File: config.mk
export PLATFORM = sky130hd
export DESIGN_NAME = chs_weights
export DESIGN_NICKNAME = d
export VERILOG_FILES = /design/src/hdl/cubic_hermite_spline_eval_assert.svh /design/src/hdl/chs_pkg.sv /design/src/hdl/chs_weights.sv
export SDC_FILE = /design/constraint.sdc
export NUM_CORES = 1
export LEC_CHECK = 0
export BUFFER_PORTS_ARGS = -buffer_cell sky130_fd_sc_hd__buf_4
export CORE_ASPECT_RATIO = 1.2
export CORE_MARGIN = 10
export CORE_UTILIZATION = 24
export CTS_CLUSTER_DIAMETER = 50
export DETAILED_ROUTE_END_ITERATION = 6
export GPL_TIMING_DRIVEN = 0
export SETUP_SLACK_MARGIN = 0.15
export SLEW_MARGIN = 0
export SYNTH_ARGS = -nofsm -noshare
export SYNTH_HDL_FRONTEND = slang
export SYNTH_SLANG_ARGS = --single-unit
File: constraint.sdc
create_clock -name clk_i -period 7.41 [get_ports clk_i]
set_input_delay 0.3705 -clock clk_i [delete_from_list [all_inputs] [get_ports clk_i]]
set_output_delay 0.3705 -clock clk_i [all_outputs]
set_load 0.02 [all_outputs]
File: src/hdl/cubic_hermite_spline_eval_assert.svh
// assertion macros for the curve point evaluator
// no dependencies; taken in by the top level only
`ifndef CUBIC_HERMITE_SPLINE_EVAL_ASSERT_SVH
`define CUBIC_HERMITE_SPLINE_EVAL_ASSERT_SVH

// same-cycle implication, quiet while in reset
`define CHS_ASSERT_NOW(label, clk, rst_n, pre, post) \
  label: assert property (@(posedge clk) disable iff (!rst_n) (pre) |-> (post)) \
    else $error("curve evaluator check failed");

// next-cycle implication, quiet while in reset
`define CHS_ASSERT_NEXT(label, clk, rst_n, pre, post) \
  label: assert property (@(posedge clk) disable iff (!rst_n) (pre) |=> (post)) \
    else $error("curve evaluator check failed");

`endif

File: src/hdl/chs_pkg.sv
// shared types and constants for the curve point evaluator
// no dependencies; used by every module of the block
package chs_pkg;

  // coordinate and parameter formats
  localparam int CoordBits = 32;
  localparam int FracBits  = 16;
  localparam int TBits     = FracBits + 1;

  // internal widths: doubled operands, weights, products, sums
  localparam int OpBits   = CoordBits + 1;
  localparam int WBits    = TBits + 3;
  localparam int ProdBits = OpBits + WBits;
  localparam int SumBits  = ProdBits + 2;
  localparam int ShBits   = SumBits - (FracBits + 1);

  // register levels from accepted word to result strobe
  localparam int PipeDepth = 7;

  localparam logic [TBits-1:0] TOne = TBits'(1) << FracBits;
  localparam logic [2*TBits-1:0] THalf = (2*TBits)'(1) << (FracBits - 1);
  localparam logic signed [SumBits-1:0] RoundHalf = SumBits'(1) << FracBits;
  localparam logic signed [CoordBits-1:0] MaxCoord = {1'b0, {(CoordBits-1){1'b1}}};
  localparam logic signed [CoordBits-1:0] MinCoord = {1'b1, {(CoordBits-1){1'b0}}};

  typedef enum logic {
    CMD_HERMITE     = 1'b0,
    CMD_CATMULL_ROM = 1'b1
  } cmd_e;

  typedef logic signed [CoordBits-1:0] coord_t;
  typedef logic signed [WBits-1:0] weight_t;

  // input word
  typedef struct packed {
    cmd_e             cmd;
    coord_t           start_x;
    coord_t           start_y;
    coord_t           end_x;
    coord_t           end_y;
    coord_t           aux_a_x;
    coord_t           aux_a_y;
    coord_t           aux_b_x;
    coord_t           aux_b_y;
    logic [TBits-1:0] t_param;
  } item_t;

  // result word
  typedef struct packed {
    coord_t out_x;
    coord_t out_y;
    logic   saturated;
  } result_t;

  // basis weights, Q.FracBits
  typedef struct packed {
    weight_t h00;
    weight_t h01;
    weight_t h10;
    weight_t h11;
  } weights_t;

  // one axis result with its clip flag
  typedef struct packed {
    coord_t coord;
    logic   sat;
  } axis_res_t;

endpackage

File: src/hdl/chs_weights.sv
// basis weight generator: clamp t, square, cube, then the four weights
// depends on chs_pkg; three register levels
module chs_weights (
  input  logic                      clk_i,
  input  logic [chs_pkg::TBits-1:0] t_i,
  output chs_pkg::weights_t         w_o
);
  import chs_pkg::*;

  logic [TBits-1:0]   t_clamp;
  logic [2*TBits-1:0] sq_rnd;
  logic [2*TBits-1:0] cu_rnd;
  logic [TBits-1:0]   t1_q, t2_q, u2_q, u2b_q, u3_q;
  logic signed [WBits-1:0] t_s, u2_s, u3_s;
  weights_t w_d, w_q;

  // clamp to one, then rounded square
  assign t_clamp = (t_i > TOne) ? TOne : t_i;
  assign sq_rnd  = t_clamp * t_clamp + THalf;

  always_ff @(posedge clk_i) begin
    t1_q <= t_clamp;
    u2_q <= sq_rnd[FracBits +: TBits];
  end

  // rounded cube from the registered square
  assign cu_rnd = u2_q * t1_q + THalf;

  always_ff @(posedge clk_i) begin
    t2_q  <= t1_q;
    u2b_q <= u2_q;
    u3_q  <= cu_rnd[FracBits +: TBits];
  end

  // weights formed exactly from t, t^2 and t^3
  assign t_s  = $signed({{(WBits-TBits){1'b0}}, t2_q});
  assign u2_s = $signed({{(WBits-TBits){1'b0}}, u2b_q});
  assign u3_s = $signed({{(WBits-TBits){1'b0}}, u3_q});

  always_comb begin
    w_d.h00 = (u3_s <<< 1) - (u2_s <<< 1) - u2_s
              + $signed({{(WBits-TBits){1'b0}}, TOne});
    w_d.h01 = u3_s - (u2_s <<< 1) + t_s;
    w_d.h10 = (u2_s <<< 1) + u2_s - (u3_s <<< 1);
    w_d.h11 = u3_s - u2_s;
  end

  always_ff @(posedge clk_i) begin
    w_q <= w_d;
  end

  assign w_o = w_q;

endmodule

==> summary.txt, run 1 <==
Outcome
  – Status: finished, final reports clean

STA
  – Final Skew: roughly 0.022 ns
  – Period utilization: roughly 94%
  – TNS Setup: 0 ns
  – Hold_ws: 0.304 ns
  – Worst-Margin Slew: between 0.7 and 0.8 ns
  – Setup-failing EPs final: 0
  – RSZ-0062 raised after global routing: true
  – Max-slew headroom at the worst pin: 47.6%
  – Final Max Slew Viols: 0
  – Post-route minimum period: about 7.0 ns
  – Fmax: roughly 140 MHz
  – Final hold vios: 0

GRT
  – Remaining global-route overflow: 0
  – Vias in the first global route: around 19000
  – Maximum number of pins on one net before global-route repair: 19
  – Tot GR Track Use: a little over a tenth
  – First-pass GRT wire length: approximately 100000 um
  – Antenna violations before repair: 0

Finish
  – Diode count: 0
  – Fraction of layout cells with a size suffix above 1: 6.98%
  – FILL cells: about 11000
  – Area of the multi-input gates: 18800 sq um
  – Finished Layout Cells: between 4000 and 5000
  – Register area: between 3000 and 4000 sq um
  – Area Growth Syn to Fin: 13.5%
  – Nets@finish: about 3500

Synth
  – Synth Register Bits: about 160
  – EDFF count, synth: 0
  – Gate Count Post-Synth: 2624
  – Mapped cell area: 24500 sq um
  – Ys flop type: dfxtp_1
  – Register area share after synthesis: 13.2%
  – Cell variety after synth: 68
  – FFs w/ async S/R, synth: 0%
  – Ys Warns: 0
  – Mean area per synthesized cell: 9.33 sq um

Min path
  – Min-Delay Path Depth: 2
  – HP Class: in -> reg
  – WHS Endpoint: t1_q[9]
  – Min-delay src: t_i[9]

Worst setup path
  – CP required: 7.80 ns
  – Slowest CP cell: dfxtp_1
  – Critical Path Max Stage Delay: between 0.6 and 0.7 ns
  – CP endpoint kind: flip-flop
  – RR Startpoint: u2_q[5]
  – Most frequent CP cell: fa_1
  – Setup CP Type: reg -> reg
  – FF-to-FF End: u3_q[12]
  – R2R setup slack: ~0.46 ns
  – Critical Path AT: roughly 7.3 ns
  – Critical path cell sequence: clkbuf_2 > nand2_1 > fa_1 > inv_1 > fa_1 > inv_1 > fa_1 > fa_1 > inv_1 > fa_1 > fa_1 > ha_1 > a21o_1 > a21oi_1 > o21ai_0 > a211oi_2 > o21ai_1 > o41ai_4 > buf_4 > and3b_1 > nor3_1 > xnor2_1
  – Crit-path max FO: 10
  – Worst Reg-to-Reg Cells: 22
  – Crit start category: flip-flop

Route
  – Post-Route WL: approximately 61000 um
  – Vias: roughly 18000
  – Vias per cell: between 4 and 5
  – Remaining antenna violation count: 0
  – Drt first-iter violations: ~890
  – DRC: 0
  – First-pass DRT Iterations: 5
  – Wire per inst: 14.7 um

Clock network
  – Clock Path Buffers: 2
  – Root buffer cell: clkbuf_16
  – Clk sinks: 162
  – Clock Latency Late Sink: ~0.47 ns
  – Number of H-tree levels: 4
  – Clk slew on worst S/H paths: 0.08 ns
  – CTS tree: done
  – CTS buffer count: 17

Floorplanning
  – Boundary pin count: 98
  – Core Area: about 100000 sq um
  – Die extent in y: about 370 um
  – Die area: between 100000 and 150000 sq um
  – Initial Utilization: between 20% and 30%
  – Die X: 312 um
  – Row cnt: ~130

Placed design
  – IO buf count: 97
  – Gpl congestion: between 0.8 and 0.9
  – HPWL after DPL: between 50000 and 60000 um
  – Placed Instances: roughly 4000

Flow run
  – Max_cap viols: 0
flip-flops by register name (all words and copies together) (netlist names):
name / cells
w_o: 77
t1_q: 17
t2_q: 17
u2_q: 17
u2b_q: 17
u3_q: 17
placed cells by master, fill, tap and decap left out, types with 8 or more instances in the layout:
cell type / instances
o21ai_0: 40
nor3_1: 32
nand2_1: 269
clkbuf_1: 42
nor2b_1: 17
nand2b_1: 10
nand3_1: 18
a21o_1: 20
o21bai_1: 11
dfxtp_1: 158
buf_4: 104
and2_1: 134
and3_1: 74
conb_1: 24
inv_1: 604
o21a_1: 11
nor2_1: 77
ha_1: 320
clkbuf_16: 17
clkbuf_2: 26
o211ai_1: 8
or3_1: 11
a211oi_1: 9
a21oi_1: 71
xnor2_1: 85
fa_1: 438
xor2_1: 27
worst max-delay path by stage:
stage	slack (ns)	from	end	depth (start not counted)
3_3_place_gp	-1.04	t_i[3]	u2_q[16]	29
3_5_place_dp	-1.11	t_i[3]	u2_q[16]	29
6_report	0.46	u2_q[5]	u3_q[12]	22
2_1_floorplan	0.52	t_i[1]	u2_q[16]	28
5_1_grt	0.14	t_i[5]	u2_q[7]	31
4_1_cts	0.15	t1_q[5]	u3_q[14]	23
synth_stat cells, drive strengths merged (7+ instances only):
master    n  area (sq um)
inv     604          2270
fa      438          8770
ha      320          4000
nand2   270          1010
dfxtp   162          3240
and2    136           851
xnor2    85           744
nor2     77           289
and3     74           463
clkbuf   73           274
a21oi    71           355
o21ai    46           234
nor3     32           160
xor2     27           236
a21o     20           150
nand3    18          90.1
nor2b    17           106
a211oi   11          87.6
o21a     11          82.6
o21bai   11          82.6
or3      11          68.8
nand2b   10          62.6
nor4     10          62.6
o211ai    8          60.1
a31oi     7          50.1
layout make-up:
class	instances	area share, %
inverter	604	8.16
sequential	162	11.7
timing repair buffer	101	2.73
clock inverter	15	0.703
tap	1365	6.15
clock buffer	17	1.53
buffer	77	1.31
multi-input combinational	1803	67.7
repair_timing:
item | in CTS | in global routing
gates cloned | 0 | 0
pin swaps | 1 | 6
hold endpoints to repair | 0 | 0
hold buffers | 0 | 0
resized for setup | 21 | 53
endpoints found under the setup margin | 19 | 16
setup buffers | 2 | 2
per-layer routing:
| layer | track usage (%) | vias up | share of wire (%) |
|---|---|---|---|
| li1 | - | 8333 | - |
| met1 | 13.7 | 8742 | 44 |
| met2 | 19.0 | 375 | 50 |
| met3 | 1.71 | 59 | 5.0 |
| met4 | 2.46 | 0 | 1.7 |
| met5 | 0 | - | 0 |
worst max-delay path: cells and delay by family (launching register included):
family          cells  cell delay [ns]
buf+inv             5             0.78
xor+xnor            1             0.17
flops               1             0.67
fa+ha+maj           7             3.27
simple gates        3             0.48
compound gates      6             1.50
stage by stage:
stage                     utilization, %  instance area, sq um  worst slack (ns)
final                               27.4                 27800             0.456
after global routing                27.4                 27800             0.143
after CTS                           27.3                 27700             0.154
after detailed placement            26.6                 27000             -1.11
after global placement              26.6                 27000             -1.04
after floorplan                        -                 24600             0.518
cell families (layout without fill, tap and decap cells):
logic type | Yosys count | in the layout | share of synthesized area (%)
adder cells (fa/ha/maj) | 758 | 758 | 52.2
flip-flops | 162 | 162 | 13.2
AND/OR/NAND/NOR | 679 | 679 | 13.7
multiplexers | 2 | 2 | 0.0869
buffers and inverters | 681 | 814 | 10.5
AO/OA/AOI/OAI | 227 | 227 | 6.15
other | 2 | 24 | 0.0307
XOR/XNOR | 113 | 113 | 4.10
Power of run 1 is left out: the tool's default activity adds up to more than one toggle a clock period on the data nets, which glitch-free logic cannot reach.
==> run 2, diff against run 1 <==
Settings changed: CAP_MARGIN set to 40, CORE_MARGIN 10 to 2.
==> summary.txt, run 2 (same netlist as run 1, synthesis figures left out) <==
Finish
  – Finished Cell Area: 27700 sq um (-0.36%)
  – Most frequent cells in the layout: inv_1 (604), fa_1 (438), ha_1 (320), nand2_1 (269), dfxtp_1 (159)
  – Nets@finish: 3541 (-0.028%)
  – Area Growth Syn to Fin: 13.1%
  – Fraction of layout cells with a size suffix above 1: 6.73% (-0.25 points)
  – Leading cell type in the layout, fill and taps excluded: inv_1
  – Util after Layout: 27.3% (-0.099 points)
  – Max reg flops: 77 (unchanged)
  – Finished Layout Cells: 4143 (-0.024%)

Floorplanning
  – Die X: 296 um (-5.1%)
  – Row cnt: 128 (unchanged)
  – Boundary pin count: 98 (unchanged)
  – Initial Utilization: 24.1% (unchanged)
  – Die area: 105000 sq um (-9.2%)
  – Core Area: 101000 sq um (unchanged)
  – Die extent in y: 354 um (-4.3%)

Placed design
  – Cell Area, Placed: 27000 sq um (unchanged)
  – Placed Instances: 4108 (unchanged)
  – HPWL after DPL: 51100 um (-1.4%)
  – Gpl congestion: 0.901 (+1.7%)
  – IO buf count: 97 (unchanged)

STA
  – Final Max Slew Viols: 0 (unchanged)
  – Worst-Margin Slew: 0.706 ns (-0.0729 ns)
  – Max-slew headroom at the worst pin: 52.5% (+4.9 points)
  – Fmax: 141 MHz (-1.9%)
  – Final Skew: 0.0171 ns (-0.00521 ns)
  – Post-route minimum period: 7.09 ns (+0.135 ns)
  – Period utilization: 95.7% (+1.8 points)
  – Setup-failing EPs final: 0 (unchanged)
  – RSZ-0062 raised after global routing: true
  – TNS Setup: 0 ns (unchanged)
  – Final hold vios: 0 (unchanged)

Route
  – Wire per inst: 14.5 um (-1.6%)
  – Remaining antenna violation count: 0 (unchanged)
  – Drt first-iter violations: 657 (-26%)
  – Vias per cell: 4.23 (about the same)
  – First-pass DRT Iterations: 5 (unchanged)
  – Post-Route WL: 60000 um (-1.6%)
  – DRC: 0 (unchanged)
  – Vias: 17500 (+0.057%)

Clock network
  – Root buffer cell: clkbuf_16
  – CTS buffer count: 17 (unchanged)
  – Clock Latency Late Sink: 0.47 ns (about the same)
  – Clk sinks: 162 (unchanged)
  – Number of H-tree levels: 4 (unchanged)
  – Clk slew on worst S/H paths: 0.07 ns (about the same)
  – CTS tree: done
  – Clock Path Buffers: 2 (unchanged)

GRT
  – Remaining global-route overflow: 0 (unchanged)
  – First-pass GRT wire length: 97700 um (-2.5%)
  – Vias in the first global route: 18800 (-0.68%)
  – Tot GR Track Use: 11.9% (+1.1 points)
  – Antenna violations before repair: 0 (unchanged)
  – Maximum number of pins on one net before global-route repair: 18 (-1)

Worst setup path
  – Crit start category: primary input
  – CP required: 7.74 ns (-0.06 ns)
  – CP endpoint kind: flip-flop
  – Setup CP Type: in -> reg
  – R2R setup slack: 0.44 ns (-0.02 ns)
  – Crit-path max FO: 10 (unchanged)
  – Critical Path AT: 7.42 ns (+0.08 ns)

Flow run
  – Max_cap viols: 0 (unchanged)

Min path
  – HP Class: in -> reg

Outcome
  – Status: finished, final reports clean
[run 2: cell count changes in the layout (fill, tap and decap cells not counted), sizes merged]
cell | previous run | this run
bufinv | 1 | 0
clkinvlp | 2 | 1
clkbuf | 88 | 89
diode | 0 | 1
buf | 106 | 104
inv | 610 | 612
clkinv | 6 | 5
[run 2: through the flow]
| step | hold slack [ns] | worst slack [ns] |
|---|---|---|
| after floorplan | 0.329 | 0.518 |
| after detailed placement | 0.374 | -1.18 |
| after global placement | 0.380 | -1.05 |
| after CTS | 0.306 | 0.0945 |
| after global routing | 0.323 | 0.0398 |
| final | 0.319 | 0.321 |
[run 2: worst max-delay path, stage by stage]
cell       delay, ns
buf_4           0.16
nor4_1          0.27
nand4_1         0.16
nand2_2         0.15
clkbuf_4        0.22
buf_2           0.24
and2_1          0.24
nand2_1         0.19
fa_1            0.57
fa_1            0.53
fa_1            0.51
inv_1           0.05
fa_1            0.53
fa_1            0.51
inv_1           0.05
fa_1            0.49
inv_1           0.05
ha_1            0.35
and4_4          0.19
a2111oi_4       0.30
buf_4           0.21
a211oi_4        0.09
o21ai_2         0.22
a31oi_2         0.16
and4_4          0.21
or3_1           0.37
[run 2: metal layers]
metal	vias up	global-route usage (%)	share of wire, %
met5	-	0	0
met4	0	3.05	2.1
met3	68	1.84	4.3
met2	360	21.6	50
met1	8758	14.6	43
li1	8333	-	-
[run 2: repair_timing]
action	CTS	global route
pin swaps	1	1
hold buffers	0	0
gates resized for setup	25	33
endpoints found under the setup margin	22	17
buffers inserted	2	1
[run 2: area by class of cell]
| class | instances | area [sq um] |
|---|---|---|
| Fill cell | 10900 | 73700 |
| Tap cell | 1365 | 1710 |
| Antenna cell | 1 | 2.50 |
| Buffer | 77 | 352 |
| Timing Repair Buffer | 100 | 751 |
| Clock inverter | 14 | 141 |
| Clock buffer | 17 | 425 |
| Sequential cell | 162 | 3250 |
| Multi-Input combinational cell | 1803 | 18800 |
| Inverter | 604 | 2270 |
[run 2: worst paths after layout]
kind,endpoint,depth (start not counted),from
worst max-delay path,u2_q[16],26,t_i[3]
worst min-delay path,t1_q[16],2,t_i[16]
worst max register to register,u3_q[12],24,t1_q[9]
worst min register to register,t2_q[15],0,t1_q[15]
Power of run 2 is left out for the same reason.
